<file path="config.mk">
export PLATFORM = sky130hd
export DESIGN_NAME = touch_report_qualifier_top
export DESIGN_NICKNAME = d
export VERILOG_FILES = /design/src/trq_pkg.sv /design/src/trq_mirror.sv /design/src/trq_core.sv /design/src/touch_report_qualifier_top.sv
export SDC_FILE = /design/constraint.sdc
export NUM_CORES = 1
export LEC_CHECK = 0
export ABC_AREA = 1
export BUFFER_PORTS_ARGS = -buffer_cell sky130_fd_sc_hd__buf_2
export CELL_PAD_IN_SITES_DETAIL_PLACEMENT = 2
export CELL_PAD_IN_SITES_GLOBAL_PLACEMENT = 2
export CORE_UTILIZATION = 34
export DETAILED_ROUTE_END_ITERATION = 6
export PLACE_DENSITY_LB_ADDON = 0.1
export SLEW_MARGIN = 10
export SYNTH_ARGS = -nofsm -noshare
export SYNTH_HDL_FRONTEND = slang
export SYNTH_SLANG_ARGS = --single-unit
</file>
<file path="constraint.sdc">
create_clock -name clk -period 3.4 [get_ports clk]
set_clock_uncertainty 0.2 [all_clocks]
set_input_delay 0.34 -clock clk [delete_from_list [all_inputs] [get_ports clk]]
set_output_delay 0.34 -clock clk [all_outputs]
set_load 0.005 [all_outputs]
</file>
<file path="src/trq_pkg.sv">
// shared types and constants for the touch report qualifier
// no dependencies; used by every module of the block
package trq_pkg;

  localparam int unsigned COORD_W = 12;
  localparam int unsigned SIZE_W  = 13;
  localparam int unsigned HOLD_W  = 10;
  localparam int unsigned TIME_W  = 32;
  localparam int unsigned CNT_W   = 3;
  localparam int unsigned CFG_IDX_W = 8;
  localparam int unsigned CFG_DATA_W = 13;
  localparam int unsigned IN_DATA_W  = 88;
  localparam int unsigned OUT_DATA_W = 32;

  localparam logic [7:0] FRAME_BAD_STATUS = 8'hFF;
  localparam logic [7:0] FRAME_TAIL       = 8'hAB;
  localparam logic [CNT_W-1:0] FRAME_FULL_BYTES = 3'd7;
  localparam logic [COORD_W-1:0] COORD_MAX = 12'hFFF;

  localparam logic [SIZE_W-1:0] SCREEN_W_RESET = 13'd4096;
  localparam logic [SIZE_W-1:0] SCREEN_H_RESET = 13'd4096;
  localparam logic [HOLD_W-1:0] HOLD_MS_RESET  = 10'd40;

  // configuration register indexes
  localparam logic [CFG_IDX_W-1:0] CFG_SCREEN_WIDTH     = 8'd0;
  localparam logic [CFG_IDX_W-1:0] CFG_SCREEN_HEIGHT    = 8'd1;
  localparam logic [CFG_IDX_W-1:0] CFG_HOLD_MS          = 8'd2;
  localparam logic [CFG_IDX_W-1:0] CFG_INT_LINE_PRESENT = 8'd3;

  typedef struct packed {
    logic [SIZE_W-1:0] screen_width;
    logic [SIZE_W-1:0] screen_height;
    logic [HOLD_W-1:0] hold_ms;
    logic              int_line_present;
  } cfg_t;

  typedef struct packed {
    logic              int_level_low;
    logic [7:0]        status_byte;
    logic [7:0]        x_high_byte;
    logic [7:0]        y_high_byte;
    logic [7:0]        xy_low_byte;
    logic [7:0]        touch_count;
    logic [7:0]        tail_byte;
    logic [CNT_W-1:0]  bytes_received;
    logic [TIME_W-1:0] now_ms;
  } item_t;

  typedef struct packed {
    logic [COORD_W-1:0] point_x;
    logic [COORD_W-1:0] point_y;
    logic               pressed;
  } res_t;

endpackage

</file>
<file path="src/trq_mirror.sv">
// mirrors one raw coordinate against a screen size, clamps to the coordinate range
// depends on trq_pkg
module trq_mirror (
  input  logic [trq_pkg::COORD_W-1:0] raw,
  input  logic [trq_pkg::SIZE_W-1:0]  size,
  output logic [trq_pkg::COORD_W-1:0] coord
);

  logic [trq_pkg::SIZE_W-1:0] raw_ext;
  logic [trq_pkg::SIZE_W-1:0] diff;

  assign raw_ext = {1'b0, raw};
  // only used when size > raw, so never negative
  assign diff    = size - raw_ext - trq_pkg::SIZE_W'(1);

  always_comb begin
    if (size <= raw_ext) begin
      coord = '0;
    end else if (diff[trq_pkg::SIZE_W-1]) begin
      coord = trq_pkg::COORD_MAX;
    end else begin
      coord = diff[trq_pkg::COORD_W-1:0];
    end
  end

endmodule

</file>
<file path="src/trq_core.sv">
// frame check, held-press state and result selection for one poll
// depends on trq_pkg and trq_mirror
module trq_core (
  input  logic           clk,
  input  logic           rst_n,
  input  logic           step,
  input  trq_pkg::item_t item,
  input  trq_pkg::cfg_t  cfg,
  output trq_pkg::res_t  res
);

  logic [trq_pkg::COORD_W-1:0] held_x_r, held_x_nxt;
  logic [trq_pkg::COORD_W-1:0] held_y_r, held_y_nxt;
  logic                        held_pressed_r, held_pressed_nxt;
  logic [trq_pkg::TIME_W-1:0]  last_assert_r, last_assert_nxt;

  logic                        asserted;
  logic                        good;
  logic                        in_hold;
  logic [trq_pkg::COORD_W-1:0] raw_x, raw_y, mir_x, mir_y;
  logic [trq_pkg::TIME_W-1:0]  elapsed;

  assign raw_x = {item.x_high_byte, item.xy_low_byte[7:4]};
  assign raw_y = {item.y_high_byte, item.xy_low_byte[3:0]};

  trq_mirror u_mirror_x (.raw(raw_x), .size(cfg.screen_width),  .coord(mir_x));
  trq_mirror u_mirror_y (.raw(raw_y), .size(cfg.screen_height), .coord(mir_y));

  assign asserted = !cfg.int_line_present || item.int_level_low;
  assign good = (item.bytes_received == trq_pkg::FRAME_FULL_BYTES) &&
                (item.status_byte != trq_pkg::FRAME_BAD_STATUS) &&
                (item.touch_count != 8'd0) &&
                (item.tail_byte == trq_pkg::FRAME_TAIL);
  // wrapping time difference
  assign elapsed = item.now_ms - last_assert_r;
  assign in_hold = held_pressed_r &&
                   (elapsed < {{(trq_pkg::TIME_W-trq_pkg::HOLD_W){1'b0}}, cfg.hold_ms});

  always_comb begin
    held_x_nxt       = held_x_r;
    held_y_nxt       = held_y_r;
    held_pressed_nxt = held_pressed_r;
    last_assert_nxt  = last_assert_r;
    res              = '0;
    if (asserted) begin
      last_assert_nxt = item.now_ms;
      if (good) begin
        held_x_nxt       = mir_x;
        held_y_nxt       = mir_y;
        held_pressed_nxt = 1'b1;
      end
      res.point_x = held_x_nxt;
      res.point_y = held_y_nxt;
      res.pressed = held_pressed_nxt;
    end else if (in_hold) begin
      res.point_x = held_x_r;
      res.point_y = held_y_r;
      res.pressed = 1'b1;
    end else begin
      held_pressed_nxt = 1'b0;
    end
  end

  always_ff @(posedge clk) begin
    if (!rst_n) begin
      held_x_r       <= '0;
      held_y_r       <= '0;
      held_pressed_r <= 1'b0;
      last_assert_r  <= '0;
    end else if (step) begin
      held_x_r       <= held_x_nxt;
      held_y_r       <= held_y_nxt;
      held_pressed_r <= held_pressed_nxt;
      last_assert_r  <= last_assert_nxt;
    end
  end

endmodule

</file>
<file path="src/touch_report_qualifier_top.sv">
// top level of the touch report qualifier: stream ports, config registers, pipeline
// depends on trq_pkg and trq_core
//
// Every input word is one poll of a touch controller and gives exactly one
// result word (point_x, point_y, pressed). The block takes one word per
// clock: a poll is caught in an input register, qualified by a single pass of
// compare, mirror and subtract logic against the held-press state, and
// the result lands in an output register. A new poll may enter every cycle
// while out_tready stays high. Back-pressure on the result side stalls both
// registers; the input still accepts a word as long as the input register is
// empty or about to drain. The interrupt line counts as asserted when
// int_level_low is set or when int_line_present is 0.
// Good frames update the held point; while the line is released a held press
// repeats for hold_ms milliseconds (wrapping time difference) and then
// reports (0,0,released). Configuration writes are always accepted and take
// effect on the next poll; write them only while no poll is in flight.
module touch_report_qualifier_top (
  input  logic                             clk,
  input  logic                             rst_n,
  // in_tdata, low bit up: int_level_low, status_byte, x_high_byte, y_high_byte,
  // xy_low_byte, touch_count, tail_byte, bytes_received, now_ms, zero pad
  input  logic                             in_tvalid,
  output logic                             in_tready,
  input  logic [trq_pkg::IN_DATA_W-1:0]    in_tdata,
  // out_tdata, low bit up: point_x, point_y, pressed, zero pad
  output logic                             out_tvalid,
  input  logic                             out_tready,
  output logic [trq_pkg::OUT_DATA_W-1:0]   out_tdata,
  // configuration write channel
  input  logic                             cfg_valid,
  output logic                             cfg_ready,
  input  logic [trq_pkg::CFG_IDX_W-1:0]    cfg_index,
  input  logic [trq_pkg::CFG_DATA_W-1:0]   cfg_data
);

  trq_pkg::cfg_t  cfg_r;
  trq_pkg::item_t in_item;
  trq_pkg::item_t s1_item_r;
  logic           s1_valid_r, s1_valid_nxt;
  trq_pkg::res_t  core_res;
  trq_pkg::res_t  out_res_r;
  logic           out_valid_r, out_valid_nxt;
  logic           advance;
  logic           in_fire;
  logic           step;

  // unpack the input word
  assign in_item.int_level_low  = in_tdata[0];
  assign in_item.status_byte    = in_tdata[8:1];
  assign in_item.x_high_byte    = in_tdata[16:9];
  assign in_item.y_high_byte    = in_tdata[24:17];
  assign in_item.xy_low_byte    = in_tdata[32:25];
  assign in_item.touch_count    = in_tdata[40:33];
  assign in_item.tail_byte      = in_tdata[48:41];
  assign in_item.bytes_received = in_tdata[51:49];
  assign in_item.now_ms         = in_tdata[83:52];

  // config registers, writes beyond the list are dropped
  assign cfg_ready = 1'b1;

  always_ff @(posedge clk) begin
    if (!rst_n) begin
      cfg_r.screen_width     <= trq_pkg::SCREEN_W_RESET;
      cfg_r.screen_height    <= trq_pkg::SCREEN_H_RESET;
      cfg_r.hold_ms          <= trq_pkg::HOLD_MS_RESET;
      cfg_r.int_line_present <= 1'b1;
    end else if (cfg_valid) begin
      case (cfg_index)
        trq_pkg::CFG_SCREEN_WIDTH:     cfg_r.screen_width  <= cfg_data;
        trq_pkg::CFG_SCREEN_HEIGHT:    cfg_r.screen_height <= cfg_data;
        trq_pkg::CFG_HOLD_MS:          cfg_r.hold_ms <= cfg_data[trq_pkg::HOLD_W-1:0];
        trq_pkg::CFG_INT_LINE_PRESENT: cfg_r.int_line_present <= cfg_data[0];
        default: begin
        end
      endcase
    end
  end

  // pipeline control: output register drains or is empty -> stage 1 moves
  assign advance   = !out_valid_r || out_tready;
  assign in_tready = !s1_valid_r || advance;
  assign in_fire   = in_tvalid && in_tready;
  assign step      = s1_valid_r && advance;

  always_comb begin
    s1_valid_nxt = s1_valid_r;
    if (in_fire) begin
      s1_valid_nxt = 1'b1;
    end else if (step) begin
      s1_valid_nxt = 1'b0;
    end
    out_valid_nxt = out_valid_r;
    if (step) begin
      out_valid_nxt = 1'b1;
    end else if (out_tready) begin
      out_valid_nxt = 1'b0;
    end
  end

  always_ff @(posedge clk) begin
    if (!rst_n) begin
      s1_valid_r  <= 1'b0;
      out_valid_r <= 1'b0;
    end else begin
      s1_valid_r  <= s1_valid_nxt;
      out_valid_r <= out_valid_nxt;
    end
  end

  // payload registers
  always_ff @(posedge clk) begin
    if (in_fire) begin
      s1_item_r <= in_item;
    end
    if (step) begin
      out_res_r <= core_res;
    end
  end

  // qualification logic and held-press state, updated once per poll
  trq_core u_core (
    .clk   (clk),
    .rst_n (rst_n),
    .step  (step),
    .item  (s1_item_r),
    .cfg   (cfg_r),
    .res   (core_res)
  );

  assign out_tvalid = out_valid_r;
  assign out_tdata  = {7'd0, out_res_r.pressed, out_res_r.point_y, out_res_r.point_x};

endmodule

</file>
### Word level (Yosys, flattened, before mapping)

Cells that the tools add are included.

| word-level totals | value |
|---|---|
| input port bits | 114 |
| output and inout bits | 35 |
| word-level logic and storage cells | 74 |
| register bits | 205 |

| cells by class | value |
|---|---|
| $lt $le $gt $ge | 3 |
| muxes and demuxes | 15 |
| add/sub/neg operators | 5 |
| eq/ne operators | 7 |
| reductions and logical operators | 22 |

Operators by type and width:

| cell | number |
|---|---|
| $mux W12 | 6 |
| $mux W25 | 2 |
| $lt A32 B10 Y1 | 1 |
| $sub A32 B32 Y32 | 1 |
| $le A13 B12 Y1 | 2 |
| $sub A13 B1 Y13 const B | 2 |
| $sub A13 B12 Y13 | 2 |
| $eq A8 B2 Y1 const B | 2 |
| $reduce_and A2 Y1 | 6 |
| $eq A8 B1 Y1 const B | 1 |
| $eq A8 B8 Y1 const B | 1 |
| $logic_not A8 Y1 | 1 |
| $ne A8 B8 Y1 const B | 1 |
| $reduce_bool A8 Y1 | 1 |
| $mux W1 | 7 |
| $logic_and A1 B1 Y1 | 6 |
| $reduce_bool A2 Y1 | 2 |
| $eq A3 B3 Y1 const B | 1 |
| $logic_not A1 Y1 | 3 |
| $logic_or A1 B1 Y1 | 3 |
| $ne A2 B1 Y1 const B | 1 |

### Logic depth before layout (Yosys ltp)

| depth | value |
|---|---|
| word-level depth | 6 |
| mapped depth | 23 |
| depth with buffers taken out | 23 |

### Modules after synthesis

A second synthesis with hierarchy kept.

| unflattened totals | value |
|---|---|
| cells, all modules | 1,743 |
| area, all modules | 12,793.5 um^2 |

Modules (own cells, without submodules):

| module | area each (um^2) | times used | sequential area each (um^2) | cells an instance |
|---|---|---|---|---|
| trq_core | 5,522.8 | 1 | 1,141.1 | 957 |
| touch_report_qualifier_top | 5,129.9 | 1 | 4,053.9 | 362 |
| trq_mirror (u_core.u_mirror_y) | 1,072.3 | 1 | 0.0 | 212 |
| trq_mirror (u_core.u_mirror_x) | 1,068.5 | 1 | 0.0 | 212 |

### Least setup slack after synthesis

Ideal clock, no wire load.

| path | value |
|---|---|
| kind | reg2reg |
| start | register s1_item_r[4] in the netlist's numbering |
| end | register out_res_r, in the netlist out_tdata[15] (data pin) |
| buffers on the path | 1 |
| cell stages (with the launch flop) | 18 |
| arrival | 2,654 ps |
| required time | 3,058 ps |
| slack | 404 ps |
| cell sequence | edfxtp_1 ha_1 a21oi_1 nor2_1 nor2_1 nand2_2 xor2_1 ha_1 a21oi_1 o21a_1 a21boi_0 nor2_1 nor3_1 nand2_1 nor2_1 nand2_2 buf_6 o21ai_2 |

RTL lines:

| item | line | RTL |
|---|---|---|
| start, declared | touch_report_qualifier_top.sv:38 | `trq_pkg::item_t s1_item_r;` |
| start signal, assigned | touch_report_qualifier_top.sv:113 | `s1_item_r <= in_item;` |
| end signal, assigned | touch_report_qualifier_top.sv:116 | `out_res_r <= core_res;` |
| end, declared | touch_report_qualifier_top.sv:41 | `trq_pkg::res_t out_res_r;` |

==> impl_metrics.csv <==
group,metric,value,unit
outcome,outcome,"finished clean",
grt,grt_pass1_vias,12159,
synth,synth_async_reset_ratio,0,
worst_setup_path,r2r.worst_path.cells,22,
placement,post_place_cell_area,12800,um2
layout,final_cell_mix,"325 x sky130_fd_sc_hd__nand2_1, 266 x sky130_fd_sc_hd__inv_1, 144 x sky130_fd_sc_hd__o21ai_0, 136 x sky130_fd_sc_hd__buf_2, 117 x sky130_fd_sc_hd__a21oi_1",
worst_setup_path,critical_path.startpoint_type,"flop",
route,drt_iter0_drc,367,
worst_setup_path,critical-path-top-delay-family,"simple AND/OR/NAND/NOR gates",
layout,area_growth,28.5,%
route,route.antenna.remaining_nets,0,
sta,max_slew.worst_pin.slew,0.988,ns
synth,synthAdderAreaFrac,0.0764,
worst_hold_path,worst_hold_path_type,"in -> reg",
synth,synth_xor_xnor_area_share,0.0166,
synth,multiplexer_share_of_the_synthesized_area,0,
grt,gr-usage-met2,0.456,
grt,grt.met3_usage,0.0246,
grt,maximum_number_of_pins_on_one_net_before_global_route_repair,77,
worst_setup_path,timing.critical_path.to,"out_tdata[10]",
synth,postSynthRegisterBits,205,
die,placement_rows,67,
sta,hold-worst-slack,0.0493,ns
sta,worst_slew_margin,0.341,
route,drt_drc_violations_left,0,
die,boundaryPins,149,
sta,setup_violations,0,
die,core_area,33500,um2
layout,num-nets-final,1927,
synth,synth-compound-area-share,0.147,
worst_setup_path,worst_setup_ep_type,"flop",
synth,synthesis.area_per_instance,7.80,um2
die,die_height,187,um
layout,insertedDiodeCount,0,
clock_network,cts.root.buffer_cell,"sky130_fd_sc_hd__clkbuf_16",
clock_network,worstSkewPairLatency,0.54,ns
worst_setup_path,crit_buf_inv,3,
placement,place_inst,2054,
worst_setup_path,critical_path.max_stage_delay,0.41,ns
worst_setup_path,critPathMaxFanout,6,
worst_setup_path,timing.critical_path.required,3.59,ns
worst_setup_path,reg2reg_from,"s1_item_r[0]",
synth,ys.flop_type,"sky130_fd_sc_hd__edfxtp_1",
grt,globalRouteTotalUtil,0.233,
worst_setup_path,timing.critical_path.mode_cell,"sky130_fd_sc_hd__nand2_1",
worst_setup_path,path_cells,"inv_2 > ha_4 > fa_2 > inv_2 > nand3_2 > nand3_4 > nand2_2 > nand2_1 > xor2_1 > ha_1 > nand2_1 > nand2_1 > nor3_2 > nand2_1 > nor2_2 > nand3_1 > nor2_1 > nand2_1 > nor2_4 > nand2_8 > clkbuf_16 > o21ai_2",
placement,dp.final_hpwl,28.7,mm
synth,post_synth_inst_count,1487,
route,detailedRoute.firstPassIterationCount,4,
sta,min_period_over_period,0.996,
power_and_ir_drop,p_leak,6.93,nW
clock_network,cts_tree,"built",
synth,yosysWarningCount,0,
layout,count_of_non_filler_cells_in_the_finished_layout,2210,
synth,main_combinational_cell_family_by_area_after_synthesis,"simple AND/OR/NAND/NOR gates",
sta,achievable-frequency,295,MHz
route,routed_length_per_instance,18.5,um
clock_network,clock-sinks,205,
power_and_ir_drop,cellPowerDensity,423,nW/um2
clock_network,cts_buffers,24,
layout,mostFrequentLayoutCell,"sky130_fd_sc_hd__nand2_1",
worst_setup_path,timing.critical_path.from,"s1_item_r[0]",
synth,synthSimpleGateAreaFrac,0.207,
synth,synth-edff-count,109,
synth,synth.yosys.seq_area_share,0.448,
run,drv_cap,0,
die,die_x,187,um
die,start_util,0.346,
grt,grt_remaining_overflow,0,
grt,initial_antenna_violation_count,0,
worst_setup_path,cpMaxStageDelayCell,"sky130_fd_sc_hd__fa_2",
worst_setup_path,worst-path-stages,22,
layout,drive_gt1_frac,0.155,
grt,global_route_wire_length_before_repair,64.7,mm
layout,final_cell_area,14900,um2
clock_network,cts.reportedPaths.clkPinSlew,0.07,ns
placement,place_congestion,0.801,
synth,count_of_unique_library_cells_instantiated_by_yosys,45,
placement,port_buffer_count,136,
worst_setup_path,worst-setup-path-type,"reg -> reg",
worst_setup_path,r2r_slack,0.01,ns
sta,unrepaired_setup_endpoints_after_global_routing,"yes",
grt,grtUsageMet1,0.260,
die,dieArea,34800,um2
route,detailroute.via_count,10889,
sta,final_hold_violation_count,0,
grt,global_route.peak_usage_layer,"met2",
sta,fin_crit,3.39,ns
worst_setup_path,cp_data_arrival_time,3.58,ns
route,vias_per_cell,4.93,
power_and_ir_drop,max-vdd-ir-drop,403,uV
sta,maxSlewViolCount,0,
synth,cell_area_after_synthesis,11600,um2
worst_setup_path,worst_r2r_endpoint,"out_tdata[10]",
clock_network,htreeDepth,1,
clock_network,clockBufferDepth,3,
route,detail_route.wirelength,40.9,mm
metal layers:
layer | share of wire | vias to the layer above
met5 | 0 | -
met3 | 0.020 | 70
met4 | 0.032 | 0
met1 | 0.41 | 5358
met2 | 0.54 | 143
li1 | - | 5318
cells in the mapped netlist (all sizes together), types with 2 or more instances:
library cell | count | area share
o21a | 2 | 0.0013
dfxtp | 96 | 0.17
nand4 | 17 | 0.0092
conb | 2 | 0.00065
a21o | 7 | 0.0045
xnor2 | 6 | 0.0045
a21oi | 118 | 0.051
nand2 | 338 | 0.11
edfxtp | 109 | 0.28
o21bai | 4 | 0.0026
or2 | 3 | 0.0016
o31ai | 2 | 0.0013
buf | 14 | 0.0087
xor2 | 16 | 0.012
fa | 3 | 0.0052
o211ai | 6 | 0.0039
inv | 272 | 0.088
ha | 66 | 0.071
o21ai | 164 | 0.077
clkbuf | 26 | 0.0084
nand3b | 8 | 0.0052
nor3 | 21 | 0.010
nor2 | 122 | 0.041
nand3 | 55 | 0.025
what timing repair did:
action	CTS	global route
hold buffers	100	0
pin swaps	2	21
setup buffers	0	10
resized for setup	14	42
gates cloned	0	2
hold endpoints to repair	116	0
setup endpoints to repair	25	26
sequential cells by signal, summed over array words and instances, names as in the netlist:
register	count
s1_valid_r	1
u_core.held_x_r	12
cfg_r	37
u_core.held_y_r	12
s1_item_r	84
out_tdata	25
u_core.last_assert_r	32
u_core.held_pressed_r	1
out_tvalid	1
metrics by stage:
| step | setup TNS (ns) | util | total power, mW | setup slack [ns] |
|---|---|---|---|---|
| final | 0 | 0.444 | 6.30 | 0.0136 |
| after CTS | 0 | 0.435 | 6.29 | 0.0150 |
| after global placement | -0.149 | 0.382 | 3.74 | -0.0166 |
| after global routing | -4.19 | 0.444 | 6.61 | -0.176 |
| after detailed placement | -1.28 | 0.382 | 3.79 | -0.0977 |
| after floorplan | 0 | - | 3.43 | 0.404 |
cell type report:
class,count,area (um2)
sequential,205,5200
clock buffer,33,644
tap,448,561
inverter,272,1020
multi-input combinational,976,5440
clock inverter,11,61.3
timing repair buffer,265,1970
fill,3814,18600
worst min path at each step:
| stage | start | endpoint | slack (ns) | depth (start not counted) |
|---|---|---|---|---|
| 2_1_floorplan | u_core.last_assert_r[10] | u_core.last_assert_r[10] | 0.23 | 2 |
| 3_3_place_gp | u_core.last_assert_r[6] | u_core.last_assert_r[6] | 0.24 | 2 |
| 3_5_place_dp | u_core.last_assert_r[19] | u_core.last_assert_r[19] | 0.25 | 2 |
| 4_1_cts | cfg_valid | cfg_r[0] | 0.01 | 4 |
| 5_1_grt | cfg_valid | cfg_r[0] | 0.06 | 4 |
| 6_report | cfg_valid | cfg_r[0] | 0.05 | 4 |
worst reg2reg max path: stages (launching register included):
cell                        delay (ns)
sky130_fd_sc_hd__edfxtp_1         0.35
sky130_fd_sc_hd__inv_2            0.06
sky130_fd_sc_hd__ha_4             0.17
sky130_fd_sc_hd__fa_2             0.41
sky130_fd_sc_hd__inv_2            0.09
sky130_fd_sc_hd__nand3_2          0.08
sky130_fd_sc_hd__nand3_4          0.10
sky130_fd_sc_hd__nand2_2          0.06
sky130_fd_sc_hd__nand2_1          0.11
sky130_fd_sc_hd__xor2_1           0.10
sky130_fd_sc_hd__ha_1             0.20
sky130_fd_sc_hd__nand2_1          0.07
sky130_fd_sc_hd__nand2_1          0.06
sky130_fd_sc_hd__nor3_2           0.17
sky130_fd_sc_hd__nand2_1          0.08
sky130_fd_sc_hd__nor2_2           0.09
sky130_fd_sc_hd__nand3_1          0.07
sky130_fd_sc_hd__nor2_1           0.11
sky130_fd_sc_hd__nand2_1          0.09
sky130_fd_sc_hd__nor2_4           0.17
sky130_fd_sc_hd__nand2_8          0.11
sky130_fd_sc_hd__clkbuf_16        0.19
sky130_fd_sc_hd__o21ai_2          0.10
report_power, final:
part | leakage [nW] | total, mW | switching [mW] | internal [mW]
Combinational | 4.74 | 1.13 | 0.681 | 0.450
Sequential | 1.84 | 2.78 | 0.0536 | 2.73
Clock | 0.349 | 2.39 | 1.06 | 1.32
Total | 6.93 | 6.30 | 1.80 | 4.50
kinds of logic after synthesis:
family	count (synthesis)
AOI/OAI and AO/OA	309
and+or+nand+nor	568
other	2
xor gates and xnor gates	22
adders and majority gates	69
buffers and inverters	312
DFF	205
Note: power is estimated with default switching activity, not from simulation.
